===== src/hdl/rgbk_pkg.sv =====
// rgbk_pkg: shared types and constants for the rgb 3x3 kernel filter
// no dependencies; used by every module of the block
`default_nettype none

package rgbk_pkg;

    localparam int MaxWidth  = 1024;
    localparam int MaxHeight = 1024;
    localparam int COL_W     = $clog2(MaxWidth);
    localparam int ROW_W     = $clog2(MaxHeight);
    localparam int WDIM_W    = COL_W + 1;
    localparam int HDIM_W    = ROW_W + 1;
    localparam int SUM_W     = 14;
    localparam int BoxRecip  = 7282;
    localparam int PIX_W     = 24;

    localparam logic CMD_PIXEL = 1'b0;
    localparam logic CMD_FLUSH = 1'b1;

    typedef enum logic [1:0] {
        MODE_EDGE    = 2'd0,
        MODE_SHARPEN = 2'd1,
        MODE_BOX     = 2'd2,
        MODE_GAUSS   = 2'd3
    } mode_t;

    localparam logic [2:0] CFG_MODE   = 3'd0;
    localparam logic [2:0] CFG_WIDTH  = 3'd1;
    localparam logic [2:0] CFG_HEIGHT = 3'd2;
    localparam logic [2:0] CFG_LEFT   = 3'd3;
    localparam logic [2:0] CFG_TOP    = 3'd4;
    localparam logic [2:0] CFG_RIGHT  = 3'd5;
    localparam logic [2:0] CFG_BOTTOM = 3'd6;

    typedef struct packed {
        logic       command;
        logic [7:0] in_red;
        logic [7:0] in_green;
        logic [7:0] in_blue;
    } in_item_t;

    typedef struct packed {
        logic [7:0] out_red;
        logic [7:0] out_green;
        logic [7:0] out_blue;
        logic       frame_last;
    } out_item_t;

    typedef struct packed {
        mode_t              mode;
        logic [WDIM_W-1:0]  width;
        logic [HDIM_W-1:0]  height;
        logic [COL_W-1:0]   left;
        logic [ROW_W-1:0]   top;
        logic [WDIM_W-1:0]  right;
        logic [HDIM_W-1:0]  bottom;
    } cfg_t;

    typedef struct packed {
        logic              flush;
        logic              emit;
        logic              sel_upper;
        logic              filt;
        logic              last;
        mode_t             mode;
        logic [COL_W-1:0]  addr;
        logic [PIX_W-1:0]  pix;
    } op_t;

endpackage

`default_nettype wire


===== src/hdl/rgbk_queue.sv =====
// rgbk_queue: four-entry operation queue between front and back
// depends on rgbk_pkg
`default_nettype none

module rgbk_queue (
    input  wire logic          aclk,
    input  wire logic          aresetn,
    input  wire logic          push,
    input  wire rgbk_pkg::op_t push_op,
    input  wire logic          pop,
    output logic               full,
    output logic               head_valid,
    output rgbk_pkg::op_t      head_op
);
    import rgbk_pkg::*;

    localparam int QDepth = 4;
    localparam int QPTR_W = $clog2(QDepth);

    op_t               entry_reg [QDepth];
    logic [QPTR_W-1:0] wr_ptr_reg, rd_ptr_reg;
    logic [QPTR_W:0]   count_reg, count_next;

    assign full       = (count_reg == (QPTR_W+1)'(QDepth));
    assign head_valid = (count_reg != '0);
    assign head_op    = entry_reg[rd_ptr_reg];

    always_comb begin
        count_next = count_reg;
        if (push && !pop) begin
            count_next = count_reg + (QPTR_W+1)'(1);
        end else if (pop && !push) begin
            count_next = count_reg - (QPTR_W+1)'(1);
        end
    end

    always_ff @(posedge aclk) begin
        if (push) begin
            entry_reg[wr_ptr_reg] <= push_op;
        end
    end

    always_ff @(posedge aclk) begin
        if (!aresetn) begin
            wr_ptr_reg <= '0;
            rd_ptr_reg <= '0;
            count_reg  <= '0;
        end else begin
            if (push) begin
                wr_ptr_reg <= wr_ptr_reg + QPTR_W'(1);
            end
            if (pop) begin
                rd_ptr_reg <= rd_ptr_reg + QPTR_W'(1);
            end
            count_reg <= count_next;
        end
    end

endmodule

`default_nettype wire


===== config.mk =====
export PLATFORM = sky130hd
export DESIGN_NAME = rgbk_queue
export DESIGN_NICKNAME = d
export VERILOG_FILES = /design/src/hdl/rgbk_pkg.sv /design/src/hdl/rgbk_queue.sv
export SDC_FILE = /design/constraint.sdc
export NUM_CORES = 1
export LEC_CHECK = 0
export BUFFER_PORTS_ARGS = -buffer_cell sky130_fd_sc_hd__buf_2
export CAP_MARGIN = 20
export CORE_MARGIN = 5
export CORE_UTILIZATION = 51
export CTS_CLUSTER_SIZE = 28
export DETAILED_ROUTE_END_ITERATION = 16
export PLACE_DENSITY = 0.73
export SETUP_SLACK_MARGIN = 0.2
export SYNTH_ARGS = -nofsm -noshare
export SYNTH_HDL_FRONTEND = slang
export SYNTH_SLANG_ARGS = --single-unit

===== constraint.sdc =====
create_clock -name aclk -period 2.1 [get_ports aclk]
set_input_delay 0.315 -clock aclk [delete_from_list [all_inputs] [get_ports aclk]]
set_output_delay 0.315 -clock aclk [all_outputs]
set_load 0.03 [all_outputs]

Word-level counts from Yosys, hierarchy flattened
Memories as Yosys holds them, arrays and structs flattened. A register that Yosys moved wholly into a read port is not among the register bits.
Cells that the tools add are included.
{"block": "totals", "reg_bits": 7, "mem_bits_rw": 164, "in_bits": 45, "out_inout_bits": 43, "word_cells": 21, "memories": 1}
{"block": "classes", "add_sub_neg": 4, "n_eq_ne": 1, "n_mux": 6, "n_reduce_logical": 6}
{"memory": "entry_reg", "depth": 4, "word_bits": 41, "rd": 1, "rd_clocked_by_memory_dff": 1, "write_ports": 1, "line": "rgbk_queue.sv:20", "text": "op_t entry_reg [QDepth];"}
{"op": "$mux 3", "n": 2}
{"op": "$add 2x1->2 const B", "n": 2}
{"op": "$mux 2", "n": 2}
{"op": "$add 3x1->3 const B", "n": 1}
{"op": "$eq 3x3->1 const B", "n": 1}
{"op": "$reduce_bool 3->1", "n": 1}
{"op": "$sub 3x1->3 const B", "n": 1}
{"op": "$logic_and 1x1->1", "n": 2}
{"op": "$logic_not 1->1", "n": 2}
{"op": "$mux 1", "n": 2}
{"op": "$reduce_bool 2->1", "n": 1}

Logic depth before layout (Yosys ltp)
{"block": "depth", "word_depth": 4, "mapped_depth": 7}

Worst setup path after synthesis
OpenSTA, ideal clock, no wires.
{"block": "synth_path", "path_kind": "reg2reg", "start": "register wr_ptr_reg[0]", "end": "memory entry_reg[2][0] in the netlist's numbering (enable)", "t_arrival_ps": 1531, "setup_slack_ps": 166, "stages_incl_launch_ff": 4, "period_less_slack_ps": 1934, "cell_sequence": "dfxtp_1 -> inv_1 -> ha_1 -> and2_1"}
{"element": "start, declared", "line": "rgbk_queue.sv:21", "text": "logic [QPTR_W-1:0] wr_ptr_reg, rd_ptr_reg;"}
{"element": "start signal, assigned", "line": "rgbk_queue.sv:50", "text": "wr_ptr_reg <= wr_ptr_reg + QPTR_W'(1);"}
{"element": "end, declared", "line": "rgbk_queue.sv:20"}
Straight into the memory's write port.

==> impl_metrics.toml <==
[power_and_ir_drop]
power_mw = 8.05
power_leakage_nw = 2.69
p_per_area_nw_per_um2 = 1030
peakVddDrop_mv = 0.563

[logic_synthesis]
synth_adder_area_share_pct = 1.29
synth.distinct_cells = 21
yosys_warnings = 0
avgSynthCellArea_um2 = 24.9
ys_seq_area_share_pct = 79.6
synth-xor-area-share_pct = 0.683
synthMuxAreaShare_pct = 14.8
synth_top_family_by_area = "multiplexers"
synth_compound_area_share_pct = 0.195
synth.net_count = 309
synth_area_um2 = 6410
syn_inst = 258
synth_simple_gate_area_share_pct = 1.44
ys_seq_elements = 173

[detailed_routing]
ant_nets = 0
drc_errors = 0
post_drt_via_cell_ratio = 5.22
vias = 2869
wire_per_inst_um = 19.8
first_iter_violations = 194
wirelength_um = 10900
drtPass1Iterations = 4

[timing]
drv_slew = 0
slew-limit-headroom_pct = 82.0
rsz0062_at_grt = "true"
hold_viol = 0
period_minus_slack_ps = 2050
min_period_over_period_pct = 97.7
max_slew.worst_pin.slew_ps = 270
skew_ps = 8.16
finalSetupViolations = 0
max_freq_mhz = 488

[floorplan]
num_io_pins = 88
die_w_um = 122
die_height_um = 122
std_cell_rows = 41
die_area_um2 = 14900
core_area_um2 = 12500
start_util_pct = 51.5

[cts]
cts.sinks = 173
clk_latency_ps = 420
root_buffer = "clkbuf_16"
cts_hold_repair.buffers = 0
path_clk_slew_ps = 60
numCtsBuffers = 17
clock_path_buffers = 2
htreeDepth = 4
cts_tree = "done"

[layout]
design_area_um2 = 7840
area_growth_pct = 22.3
diodes = 0
nFillCells = 876
final_nets = 416
layout_common_cells = "164 x edfxtp_1, 71 x buf_2, 41 x mux4_2, 17 x clkbuf_16, 16 x buf_6"
drive_gt1_share_pct = 45.8
layout_commonest_cell = "edfxtp_1"
largest_reg_flops = 164

[global_routing]
grt_first_pass_wirelength_um = 16900
antenna_found_initial = 0
grt_max_degree = 42
first_global_vias = 3069
grt_util_all_layers_pct = 16.0
overflow = 0

[job]
maxCapViolations = 0

[placement]
placed_cell_area_um2 = 7120
buffer_ports.inserted = 87
dp_hpwl_um = 6390
gp_congestion = 0.708

[worst_setup_path]
cp_max_fo = 13
cp-start-kind = "register"
critPathKind = "reg -> out"
critPathCaptureType = "primary output"
worstPathArrival_ps = 1740
worstPathRequired_ps = 1780

[hold_path]
hp-class = "in -> reg"

[outcome]
status = "finished clean"
## layer usage
metal | share of wire, % | routed length [µm] | GRT usage (%)
met3 | 5.7 | 622 | 5.29
met1 | 42 | 4530 | 20.6
met4 | 1.7 | 184 | 7.14
met2 | 51 | 5580 | 25.2
met5 | 0 | 0 | 0
## worst max-delay path, cell delays in order, from the launching register on
cell	delay (ps)
dfxtp_4	410
buf_12	180
mux4_2	530
buf_2	200
## logic make-up (layout without fill, tap and decap cells)
kind of cell,after synthesis,in the layout
AOI/OAI and AO/OA,2,2
adders and majority gates,6,6
xor gates and xnor gates,5,5
DFF,173,173
muxes,43,43
buffers and inverters,14,134
and+or+nand+nor,15,15
## synthesized netlist by cell type, drive strengths merged
cell    count  share of area [%]
xnor2       2               0.27
xor2        3               0.41
edfxtp    164                 77
nand2       1              0.058
nor3b       1               0.12
ha          5               0.98
mux2i       2               0.31
inv         4               0.23
o21ai       1              0.078
buf        10                1.8
and2        9               0.88
fa          1               0.31
or3         2               0.20
nor2b       2               0.20
mux4       41                 14
dfxtp       9                2.8
a21boi      1               0.12
## report_power, final
| group | leakage [nW] | internal, mW | switching (mW) |
|---|---|---|---|
| Sequential | 1.58 | 3.96 | 0.0555 |
| Combinational | 0.830 | 0.453 | 0.605 |
| Clock | 0.280 | 1.82 | 1.16 |
| Total | 2.69 | 6.23 | 1.82 |
## layout make-up
cell class                 count  area (µm²)  area share, %
timing repair buffer          98         743           9.48
multi-input combinational     71        1180           15.0
sequential                   173        5110           65.2
tap                          172         215           2.74
clock buffer                  27         523           6.67
inverter                       4        15.0          0.191
clock inverter                 5        55.1          0.702
## through the flow
stage	utilization [%]	setup WS [ps]	setup TNS, ps	std cells	hold slack, ps
finish	62.9	49.2	0	550	110
global route	62.9	-31.3	-143	550	91.3
CTS	62.2	22.6	0	550	93.2
detailed placement	57.1	286	0	515	534
global placement	57.1	344	0	515	487
floorplan	-	508	0	258	414
## worst paths after layout
| kind | from | end | slack, ps | cells after the start |
|---|---|---|---|---|
| worst min-delay path | push_op[27] | entry_reg[3][27] | 110 | 1 |
| worst max register to register | count_reg[0] | count_reg[2] | 590 | 4 |
| worst min register to register | count_reg[2] | count_reg[2] | 550 | 2 |
| worst max-delay path | register | head_op[16] | 50 | 3 |
## timing repair
item	CTS	global route
buffers inserted	2	0
cloned	1	0
gates resized for setup	5	42
pin swaps	0	0
setup endpoints to repair	41	41
(Power assumes the default switching activity.)
