[src/hdl/rgbk_pkg.sv]
// rgbk_pkg: shared types and constants for the rgb 3x3 kernel filter
// no dependencies; used by every module of the block
`default_nettype none

package rgbk_pkg;

    localparam int MaxWidth  = 1024;
    localparam int MaxHeight = 1024;
    localparam int COL_W     = $clog2(MaxWidth);
    localparam int ROW_W     = $clog2(MaxHeight);
    localparam int WDIM_W    = COL_W + 1;
    localparam int HDIM_W    = ROW_W + 1;
    localparam int SUM_W     = 14;
    localparam int BoxRecip  = 7282;
    localparam int PIX_W     = 24;

    localparam logic CMD_PIXEL = 1'b0;
    localparam logic CMD_FLUSH = 1'b1;

    typedef enum logic [1:0] {
        MODE_EDGE    = 2'd0,
        MODE_SHARPEN = 2'd1,
        MODE_BOX     = 2'd2,
        MODE_GAUSS   = 2'd3
    } mode_t;

    localparam logic [2:0] CFG_MODE   = 3'd0;
    localparam logic [2:0] CFG_WIDTH  = 3'd1;
    localparam logic [2:0] CFG_HEIGHT = 3'd2;
    localparam logic [2:0] CFG_LEFT   = 3'd3;
    localparam logic [2:0] CFG_TOP    = 3'd4;
    localparam logic [2:0] CFG_RIGHT  = 3'd5;
    localparam logic [2:0] CFG_BOTTOM = 3'd6;

    typedef struct packed {
        logic       command;
        logic [7:0] in_red;
        logic [7:0] in_green;
        logic [7:0] in_blue;
    } in_item_t;

    typedef struct packed {
        logic [7:0] out_red;
        logic [7:0] out_green;
        logic [7:0] out_blue;
        logic       frame_last;
    } out_item_t;

    typedef struct packed {
        mode_t              mode;
        logic [WDIM_W-1:0]  width;
        logic [HDIM_W-1:0]  height;
        logic [COL_W-1:0]   left;
        logic [ROW_W-1:0]   top;
        logic [WDIM_W-1:0]  right;
        logic [HDIM_W-1:0]  bottom;
    } cfg_t;

    typedef struct packed {
        logic              flush;
        logic              emit;
        logic              sel_upper;
        logic              filt;
        logic              last;
        mode_t             mode;
        logic [COL_W-1:0]  addr;
        logic [PIX_W-1:0]  pix;
    } op_t;

endpackage

`default_nettype wire

[src/hdl/rgbk_front.sv]
// rgbk_front: position and pending-count tracking, classifies each item
// depends on rgbk_pkg
`default_nettype none

module rgbk_front (
    input  wire logic             aclk,
    input  wire logic             aresetn,
    input  wire logic             accept,
    input  wire rgbk_pkg::in_item_t s_data,
    input  wire rgbk_pkg::cfg_t   cfg,
    output logic                  push,
    output rgbk_pkg::op_t         push_op
);
    import rgbk_pkg::*;

    logic [COL_W-1:0]  in_col_reg, in_col_next;
    logic [ROW_W-1:0]  in_row_reg, in_row_next;
    logic [COL_W-1:0]  out_col_reg, out_col_next;
    logic [ROW_W-1:0]  out_row_reg, out_row_next;
    logic [WDIM_W-1:0] pend_reg, pend_next;

    logic [WDIM_W-1:0] w_eff;
    logic [HDIM_W-1:0] h_eff;
    logic [WDIM_W:0]   w_plus;
    logic              is_pix, pend_full, pend_any, emit;
    logic [WDIM_W-1:0] qc_x, ic_x;
    logic [HDIM_W-1:0] qr_x, ir_x;

    always_comb begin
        if (cfg.width == '0) begin
            w_eff = WDIM_W'(1);
        end else if (cfg.width > WDIM_W'(MaxWidth)) begin
            w_eff = WDIM_W'(MaxWidth);
        end else begin
            w_eff = cfg.width;
        end
        if (cfg.height == '0) begin
            h_eff = HDIM_W'(1);
        end else if (cfg.height > HDIM_W'(MaxHeight)) begin
            h_eff = HDIM_W'(MaxHeight);
        end else begin
            h_eff = cfg.height;
        end
    end

    assign w_plus    = {1'b0, w_eff} + (WDIM_W+1)'(1);
    assign is_pix    = (s_data.command == CMD_PIXEL);
    assign pend_full = ({1'b0, pend_reg} >= w_plus);
    assign pend_any  = (pend_reg != '0);
    assign emit      = is_pix ? pend_full : pend_any;
    assign qc_x      = WDIM_W'(out_col_reg);
    assign qr_x      = HDIM_W'(out_row_reg);
    assign ic_x      = WDIM_W'(in_col_reg);
    assign ir_x      = HDIM_W'(in_row_reg);
    assign push      = accept && (is_pix || pend_any);

    always_comb begin
        push_op.flush     = !is_pix;
        push_op.emit      = emit;
        push_op.sel_upper = (pend_reg > w_eff);
        push_op.filt      = is_pix
                            && (out_col_reg >= cfg.left) && (qc_x < cfg.right)
                            && (out_row_reg >= cfg.top) && (qr_x < cfg.bottom)
                            && (out_col_reg != '0) && (out_row_reg != '0)
                            && (qc_x + WDIM_W'(1) < w_eff) && (qr_x + HDIM_W'(1) < h_eff);
        push_op.last      = (qc_x + WDIM_W'(1) == w_eff) && (qr_x + HDIM_W'(1) == h_eff);
        push_op.mode      = cfg.mode;
        push_op.addr      = is_pix ? in_col_reg : out_col_reg;
        push_op.pix       = {s_data.in_red, s_data.in_green, s_data.in_blue};
    end

    always_comb begin
        in_col_next  = in_col_reg;
        in_row_next  = in_row_reg;
        out_col_next = out_col_reg;
        out_row_next = out_row_reg;
        pend_next    = pend_reg;
        if (accept) begin
            if (emit) begin
                if (qc_x + WDIM_W'(1) >= w_eff) begin
                    out_col_next = '0;
                    out_row_next = (qr_x + HDIM_W'(1) >= h_eff) ? '0 : out_row_reg + ROW_W'(1);
                end else begin
                    out_col_next = out_col_reg + COL_W'(1);
                end
            end
            if (is_pix) begin
                pend_next = emit ? w_plus[WDIM_W-1:0] : pend_reg + WDIM_W'(1);
                if (ic_x + WDIM_W'(1) >= w_eff) begin
                    in_col_next = '0;
                    in_row_next = (ir_x + HDIM_W'(1) >= h_eff) ? '0 : in_row_reg + ROW_W'(1);
                end else begin
                    in_col_next = in_col_reg + COL_W'(1);
                end
            end else if (pend_any) begin
                pend_next = pend_reg - WDIM_W'(1);
            end
        end
    end

    always_ff @(posedge aclk) begin
        if (!aresetn) begin
            in_col_reg  <= '0;
            in_row_reg  <= '0;
            out_col_reg <= '0;
            out_row_reg <= '0;
            pend_reg    <= '0;
        end else begin
            in_col_reg  <= in_col_next;
            in_row_reg  <= in_row_next;
            out_col_reg <= out_col_next;
            out_row_reg <= out_row_next;
            pend_reg    <= pend_next;
        end
    end

endmodule

`default_nettype wire

[config.mk]
export PLATFORM = sky130hd
export DESIGN_NAME = rgbk_front
export DESIGN_NICKNAME = d
export VERILOG_FILES = /design/src/hdl/rgbk_pkg.sv /design/src/hdl/rgbk_front.sv
export SDC_FILE = /design/constraint.sdc
export NUM_CORES = 1
export LEC_CHECK = 0
export BUFFER_PORTS_ARGS = -buffer_cell sky130_fd_sc_hd__buf_2
export CAP_MARGIN = 20
export CORE_UTILIZATION = 49
export CTS_CLUSTER_DIAMETER = 80
export CTS_CLUSTER_SIZE = 14
export DETAILED_ROUTE_END_ITERATION = 8
export MAX_ROUTING_LAYER = met4
export PLACE_DENSITY = 0.72
export SETUP_SLACK_MARGIN = 0.5
export SLEW_MARGIN = 20
export SYNTH_ARGS = -nofsm -noshare
export SYNTH_HDL_FRONTEND = slang
export SYNTH_SLANG_ARGS = --single-unit
export TNS_END_PERCENT = 10
[constraint.sdc]
create_clock -name aclk -period 5.45 [get_ports aclk]
set_input_delay 0.8175 -clock aclk [delete_from_list [all_inputs] [get_ports aclk]]
set_output_delay 0.8175 -clock aclk [all_outputs]
set_load 0.01 [all_outputs]
Word level (Yosys, flattened, before mapping):

Index checks and enable logic that the tools add are counted.

* magnitude comparators: 13
* bitwise gates (word level): 1
* div/mod/pow operators: 0
* shift-type cells: 0
* multipliers: 0
* equal/unequal tests: 3
* add/sub/neg operators: 9
* reduce and logical (&&, ||, !) cells: 20
* multiplexer cells: 12

Operators by type and width (count)
* $mux W11: 7
* $mux W10: 4
* $add A10 B1 Y11 const B: 3
* $ge A11 B11 Y1: 3
* $add A10 B1 Y10 const B: 3
* $eq A11 B11 Y1: 2
* $gt A11 B11 Y1 const B: 2
* $logic_not A11 Y1: 2
* $lt A10 B11 Y1: 2
* $lt A11 B11 Y1: 2
* $ge A10 B10 Y1: 2
* $reduce_bool A10 Y1: 2
* $add A11 B1 Y12 const B: 1
* $ge A11 B12 Y1: 1
* $add A11 B1 Y11 const B: 1
* $gt A11 B11 Y1: 1
* $reduce_bool A11 Y1: 1
* $sub A11 B1 Y11 const B: 1
* $logic_and A1 B1 Y1: 10
* $reduce_and A2 Y1: 3
* $reduce_and A3 Y1: 1
* $ne A2 B1 Y1 const B: 1
* $logic_or A1 B1 Y1: 1
* $mux W1: 1
* $not A1 Y1: 1

* memory bits (writable): 0
* input bits: 94
* bits in read-only memories: 0
* flip-flop bits (word level): 41
* memories: 0
* logic and storage cells: 62
* output and inout port bits: 42
* latch bits: 0

Depth between registers and ports, before layout:

Gate-level depths: netlist of the first run.

* depth after elaboration: 9
* depth in mapped cells: 17
* depth with buffers taken out: 15

Worst setup path before layout of the first run:

Ideal clock, no wire load.

* path type: input -> output
* start: input port cfg[59] in the netlist's numbering
* end: output port push_op[39] in the netlist's numbering
* data required time: 4.633 ns
* path slack: 0.916 ns
* buffers on the path: 2
* stages on the path: 15
* data arrival time: 3.717 ns
* path through: nor4_1 -> nand3_1 -> a21oi_1 -> ha_1 -> and4b_1 -> nand4_1 -> nor2_1 -> xor2_1 -> ha_1 -> and3_1 -> o2111ai_1 -> o21a_1 -> a21oi_1 -> buf_2 -> buf_4

* cells in the longest elaborated chain, start to end: 6
* elaborated cells on any way between the ends: 7
* classes of those cells: 1 x add/sub; 2 x order compare; 3 x mux; 1 x reduce/logical

Ends and longest elaborated chain
* start: declaration: line rgbk_front.sv:10 `input wire rgbk_pkg::cfg_t cfg,`
* $gt A11 B11 Y1: line rgbk_front.sv:32 `end else if (cfg.width > WDIM_W'(MaxWidth)) begin`
* $mux W11: line rgbk_front.sv:32
* $mux W11 *: line rgbk_front.sv:30 `if (cfg.width == '0) begin`
* $add A11 B1 Y12 *: line rgbk_front.sv:46 `assign w_plus = {1'b0, w_eff} + (WDIM_W+1)'(1);`
* $ge A11 B12 Y1 *: line rgbk_front.sv:48 `assign pend_full = ({1'b0, pend_reg} >= w_plus);`
* $mux W1 *: line rgbk_front.sv:50 `assign emit = is_pix ? pend_full : pend_any;`
* end: declaration: line rgbk_front.sv:12 `output rgbk_pkg::op_t push_op`

Every way passes the cells marked *; elsewhere a longest branch is shown, timed or not.

==> results of run 1 <==
-- critical path, cell delays in order, from the launching register on --
cell and delay (ns):
dfxtp_1 0.55, ha_1 0.33, nand4_1 0.23, nor2_1 0.33, and3_1 0.20, ha_1 0.26, nand4_1 0.16, a21oi_1 0.10
o41ai_4 0.07, buf_4 0.22, or4b_1 0.45, a211o_1 0.30, nor4b_2 0.24, buf_2 0.16
-- cell type report --
type,instances,area share [%]
Sequential cell,41,13.4
Tap cell,140,2.86
Timing Repair Buffer,88,7.40
Clock buffer,7,2.49
Inverter,67,4.11
Multi-Input combinational cell,573,69.7
Clock inverter,1,0.0817
-- synth_stat cells (5+ instances only) --
| master | count |
|---|---|
| ha_1 | 102 |
| inv_1 | 64 |
| nand2_1 | 62 |
| a21oi_1 | 44 |
| dfxtp_1 | 41 |
| o21ai_0 | 38 |
| nand3_1 | 35 |
| nor2_1 | 33 |
| buf_4 | 28 |
| xnor2_1 | 26 |
| clkbuf_1 | 22 |
| nand4_1 | 22 |
| o21a_1 | 20 |
| mux2_2 | 17 |
| o211ai_1 | 15 |
| xor2_1 | 15 |
| nor4_1 | 14 |
| nor3_1 | 12 |
| a211oi_1 | 10 |
| and3_1 | 9 |
| nand2b_1 | 9 |
| a21boi_0 | 8 |
| a21o_1 | 7 |
| nor2b_1 | 7 |
| a22o_1 | 5 |
| o221ai_1 | 5 |
-- cells by family after synthesis --
group,synth area share (%)
flops,14.5
xor+xnor,6.36
mux,3.57
simple gates,20.7
buf+inv,9.97
compound gates,22.3
fa+ha+maj,22.6
-- metal layers --
metal  vias up  track usage [%]
met3        37             3.91
li1       2746                -
met2       181             48.2
met1      2578             33.6
met4         0             8.57
met5         -                -
-- per-stage QoR --
step | total power (W) | setup WS (ns)
after CTS | 0.00102 | 0.776
after detailed placement | 0.000710 | 0.850
after floorplan | 0.000617 | 0.916
final | 0.00102 | 0.747
after global placement | 0.000696 | 0.956
after global routing | 0.00109 | 0.566
-- worst max path at each step --
stage | from | depth (start not counted) | end | slack [ns]
floorplan | cfg[59] | 15 | push_op[39] | 0.92
global placement | cfg[59] | 16 | push_op[39] | 0.96
detailed placement | cfg[59] | 17 | out_row_reg[3] | 0.85
CTS | out_col_reg[0] | 13 | push_op[37] | 0.78
global route | cfg[55] | 16 | push_op[39] | 0.57
finish | out_col_reg[0] | 13 | push_op[37] | 0.75
-- power by group --
part / leakage, nW / total [W] / internal [W] / switching (W)
combinational: 2.52 / 0.000361 / 0.000153 / 0.000208
clock: 0.0799 / 0.000314 / 0.000194 / 0.000120
sequential: 0.333 / 0.000350 / 0.000313 / 0.0000367
==> flow_metrics.py, run 1 <==
metrics = {
    "sta": {
        "worst_pin_slew_ns": 0.816,
        "period_needed_ns": 4.70,
        "maxSlewHeadroom_pct": 45.6,
        "setup_tns_ns": 0,
        "fmax_mhz": 213,
        "hold_viol_final": 0,
        "slew_viol_final": 0,
        "rsz0062_at_grt": "false",
        "setup_viol": 0,
        "worst_hold_slack_ns": 0.538,
        "fin_crit_sh_pct": 86.3,
        "finalClockSkew_ns": 0.00979,
    },
    "routing": {
        "dr_wl_met2_mm": 7.52,
        "dr.pass1.iters": 5,
        "met1Wirelength_mm": 6.59,
        "vias_per_cell": 6.04,
        "met3_length_um": 908,
        "top_layer_used": "met4",
        "routed_wl_mm": 15.3,
        "vias": 5542,
        "drc": 0,
        "wl_per_cell_um": 16.7,
        "drtIter0Drc": 260,
        "ant_nets": 0,
    },
    "cells_and_area": {
        "fin_util_pct": 55.5,
        "final_net_count": 972,
        "multi_input_comb_area_sq_um": 4260,
        "final_common_cell": "ha_1",
        "fin_cells": 917,
        "drive_gt1_share_pct": 16.0,
        "regArea_sq_um": 821,
        "n_antenna_cell": 0,
        "synthToLayoutAreaGrowth_pct": 8.40,
        "fill_cells": 1093,
        "largest_register_ffs": 11,
        "final_cell_mix": "ha_1, buf_2, inv_1",
        "final_area_sq_um": 6120,
    },
    "setup_path": {
        "path_max_fanout": 10,
        "r2r_cells": 11,
        "crit_arrival_ns": 3.89,
        "r2r_slack_ns": 1.65,
        "crit_path_end_kind": "primary output",
        "worst-setup-path-type": "reg2out",
        "r2r-start": "out_col_reg[0]",
        "critPathRequiredTime_ns": 4.63,
        "startpoint_type": "register",
        "r2r_end": "out_col_reg[5]",
    },
    "global_route": {
        "grt_pass1_wl_mm": 25.8,
        "grt_max_degree": 28,
        "antenna_found_initial": 0,
        "overflow": 0,
        "grt_usage_pct": 27.9,
        "grt_pass1_vias": 5587,
    },
    "logic_synthesis": {
        "yosysTopAreaCell": "ha_1",
        "ys_types": 62,
        "synth-edff-count": 0,
        "seq_area_frac_synth_pct": 14.5,
        "synthArstFlopShare_pct": 0,
        "synthTopCellsByArea": "ha_1, dfxtp_1, inv_1",
        "synth_fp_nets": 931,
        "yosys_register_bits": 41,
        "synth_area_per_cell_sq_um": 7.68,
        "synthesis.area_sq_um": 5650,
        "ys.flop_type": "dfxtp_1",
        "synth_cells": 735,
        "yosysWarnings": 0,
        "synth_top_area_share_pct": 22.6,
    },
    "worst_hold_path": {
        "worstHoldEndpoint": "in_col_reg[7]",
        "hold_class": "reg2reg",
        "hold_depth": 2,
        "min_from": "in_col_reg[7]",
    },
    "place": {
        "place.gp.congestion": 0.944,
        "dp_hpwl_mm": 12.2,
        "dp_cells": 909,
        "numPortBuffers": 83,
        "place_area_sq_um": 5960,
    },
    "floorplan": {
        "io_pins": 136,
        "die_h_um": 109,
        "core.rowCount": 38,
        "die_w_um": 109,
        "core_area_sq_um": 11000,
        "start_util_pct": 51.2,
        "dieArea_sq_um": 12000,
    },
    "clock_network": {
        "clock_latency_ns": 0.28,
        "tritoncts": "yes",
        "cts.sinks": 41,
        "htreeDepth": 2,
        "cts_setup_buffers": 0,
        "cts_root_buffer": "clkbuf_16",
        "cts_resized": 0,
        "cts_inserted_buffers": 5,
        "hold_buffers": 0,
        "cts_buffer_depth": 2,
        "clkTransAtPathRegs_ns": 0.06,
    },
    "power": {
        "power_per_cell_area_nw_per_um2": 167,
        "leakagePower_nw": 2.93,
        "vdd_ir_drop_max_uv": 142,
    },
    "run": {
        "maxCapViolations": 0,
    },
    "outcome": {
        "status": "completed",
    },
}
Power figures use the tool's default switching activity.
==> run 2: changes to the inputs <==
--- a/config.mk
+++ b/config.mk
@@ -11,7 +11,6 @@
 export CTS_CLUSTER_DIAMETER = 80
 export CTS_CLUSTER_SIZE = 14
 export DETAILED_ROUTE_END_ITERATION = 8
-export MAX_ROUTING_LAYER = met4
 export PLACE_DENSITY = 0.72
 export SETUP_SLACK_MARGIN = 0.5
 export SLEW_MARGIN = 20
==> flow_metrics.py, run 2 (synthesis gave the netlist of run 1 again) <==
metrics = {
    "global_route": {
        "overflow": 0,
        "antenna_found_initial": 0,
        "grt_pass1_vias": 5450,
        "grt_usage_pct": 26.9,
        "grt_max_degree": 28,
        "grt_pass1_wl_mm": 25.4,
    },
    "sta": {
        "maxSlewHeadroom_pct": 47.4,
        "fin_crit_sh_pct": 84.9,
        "rsz0062_at_grt": "false",
        "fmax_mhz": 216,
        "setup_viol": 0,
        "finalWorstSetupSlack_ns": 0.821,
        "worst_pin_slew_ns": 0.788,
        "period_needed_ns": 4.63,
        "slew_viol_final": 0,
        "hold_viol_final": 0,
        "setup_tns_ns": 0,
        "finalClockSkew_ns": 0.00425,
    },
    "floorplan": {
        "start_util_pct": 51.2,
        "io_pins": 136,
        "die_w_um": 109,
        "core_area_sq_um": 11000,
        "dieArea_sq_um": 12000,
        "die_h_um": 109,
        "core.rowCount": 38,
    },
    "power": {
        "vdd_ir_drop_max_uv": 113,
        "power_per_cell_area_nw_per_um2": 164,
        "leakagePower_nw": 2.92,
    },
    "routing": {
        "wl_per_cell_um": 16.8,
        "top_layer_used": "met4",
        "met1Wirelength_mm": 6.61,
        "dr.pass1.iters": 5,
        "drc": 0,
        "met3_length_um": 962,
        "ant_nets": 0,
        "vias": 5570,
        "dr_wl_met2_mm": 7.46,
        "routed_wl_mm": 15.4,
        "drtIter0Drc": 267,
        "vias_per_cell": 6.07,
    },
    "setup_path": {
        "startpoint_type": "primary input",
        "cpPeakStageDelay_ns": 0.29,
        "r2r-start": "out_row_reg[1]",
        "critPathRequiredTime_ns": 4.63,
        "crit_path_end_kind": "primary output",
        "crit_arrival_ns": 3.81,
        "slowest_stage": "nor4_1",
        "worst-setup-path-type": "in2out",
        "path_max_fanout": 8,
        "cp-startpoint": "cfg[55]",
        "crit_chain": "buf_2 -> nor4_1 -> nand3_1 -> a21oi_1 -> buf_4 -> ha_1 -> and4b_1 -> nand4_1 -> nor2_1 -> xor2_1 -> ha_1 -> and3_1 -> o2111ai_1 -> o21a_1 -> a21oi_1 -> buf_2",
    },
    "clock_network": {
        "cts_resized": 0,
        "clkTransAtPathRegs_ns": 0.06,
        "hold_buffers": 0,
        "clock_latency_ns": 0.29,
        "htreeDepth": 2,
        "cts_inserted_buffers": 5,
        "cts_root_buffer": "clkbuf_16",
        "cts_setup_buffers": 0,
        "cts.sinks": 41,
        "cts_buffer_depth": 2,
        "tritoncts": "yes",
    },
    "place": {
        "dp_slack_ns": 0.874,
        "dp_hpwl_mm": 12.3,
        "place_area_sq_um": 5960,
        "numPortBuffers": 83,
        "place.gp.congestion": 0.933,
    },
    "worst_hold_path": {
        "min_from": "in_col_reg[7]",
        "hold_class": "reg2reg",
    },
    "cells_and_area": {
        "final_net_count": 972,
        "largest_register_ffs": 11,
        "synthToLayoutAreaGrowth_pct": 8.13,
        "final_area_sq_um": 6110,
        "final_cell_mix": "ha_1, buf_2, inv_1",
        "fill_cells": 1088,
        "final_common_cell": "ha_1",
        "drive_gt1_share_pct": 16.0,
        "n_antenna_cell": 0,
        "fin_util_pct": 55.4,
    },
    "outcome": {
        "status": "completed",
    },
    "run": {
        "maxCapViolations": 0,
    },
}
==> run 2: changes by cell type in the layout (fill, tap and decap cells not counted), sizes merged <==
cell,before,now
clkbuf,7,5
clkinv,3,4
clkinvlp,0,1
==> run 2: stage by stage <==
| stage | hold slack, ns | std cells | total power, W |
|---|---|---|---|
| after floorplan | 0.496 | 735 | 0.000617 |
| after global placement | 0.521 | 909 | 0.000696 |
| after detailed placement | 0.527 | 909 | 0.000710 |
| after CTS | 0.537 | 917 | 0.00100 |
| after global routing | 0.563 | 917 | 0.00106 |
| final | 0.538 | 917 | 0.00100 |
==> run 2: cell type report <==
cell class	count	area [sq um]	share of cell area [%]
clock inverter	3	17.5	0.287
timing repair buffer	88	453	7.42
clock buffer	5	125	2.05
tap	140	175	2.87
multi-input combinational	573	4260	69.8
inverter	67	251	4.12
sequential	41	821	13.4
==> run 2: per-layer routing <==
layer	track usage (%)	up-vias
met2	46.7	194
met4	11.0	0
li1	-	2743
met3	3.50	43
met5	0	-
met1	33.5	2590
==> run 2: power by group <==
group / switching, W / internal [W]
Clock: 0.000124 / 0.000168
Combinational: 0.000209 / 0.000153
Sequential: 0.0000364 / 0.000313
Total: 0.000370 / 0.000634
==> run 2: worst max-delay path, delay by kind of cell <==
kind	cells	cell delay, ns
buffers and inverters	3	0.50
AOI/OAI and AO/OA	4	0.75
and+or+nand+nor	6	1.17
xor gates and xnor gates	1	0.11
adders and majority gates	2	0.47
==> run 2: worst paths after layout <==
kind,depth (start not counted),slack [ns],end
max,16,0.82,push_op[39]
max reg2reg,11,1.73,out_row_reg[9]
min reg2reg,2,0.54,in_col_reg[7]
min,2,0.54,in_col_reg[7]
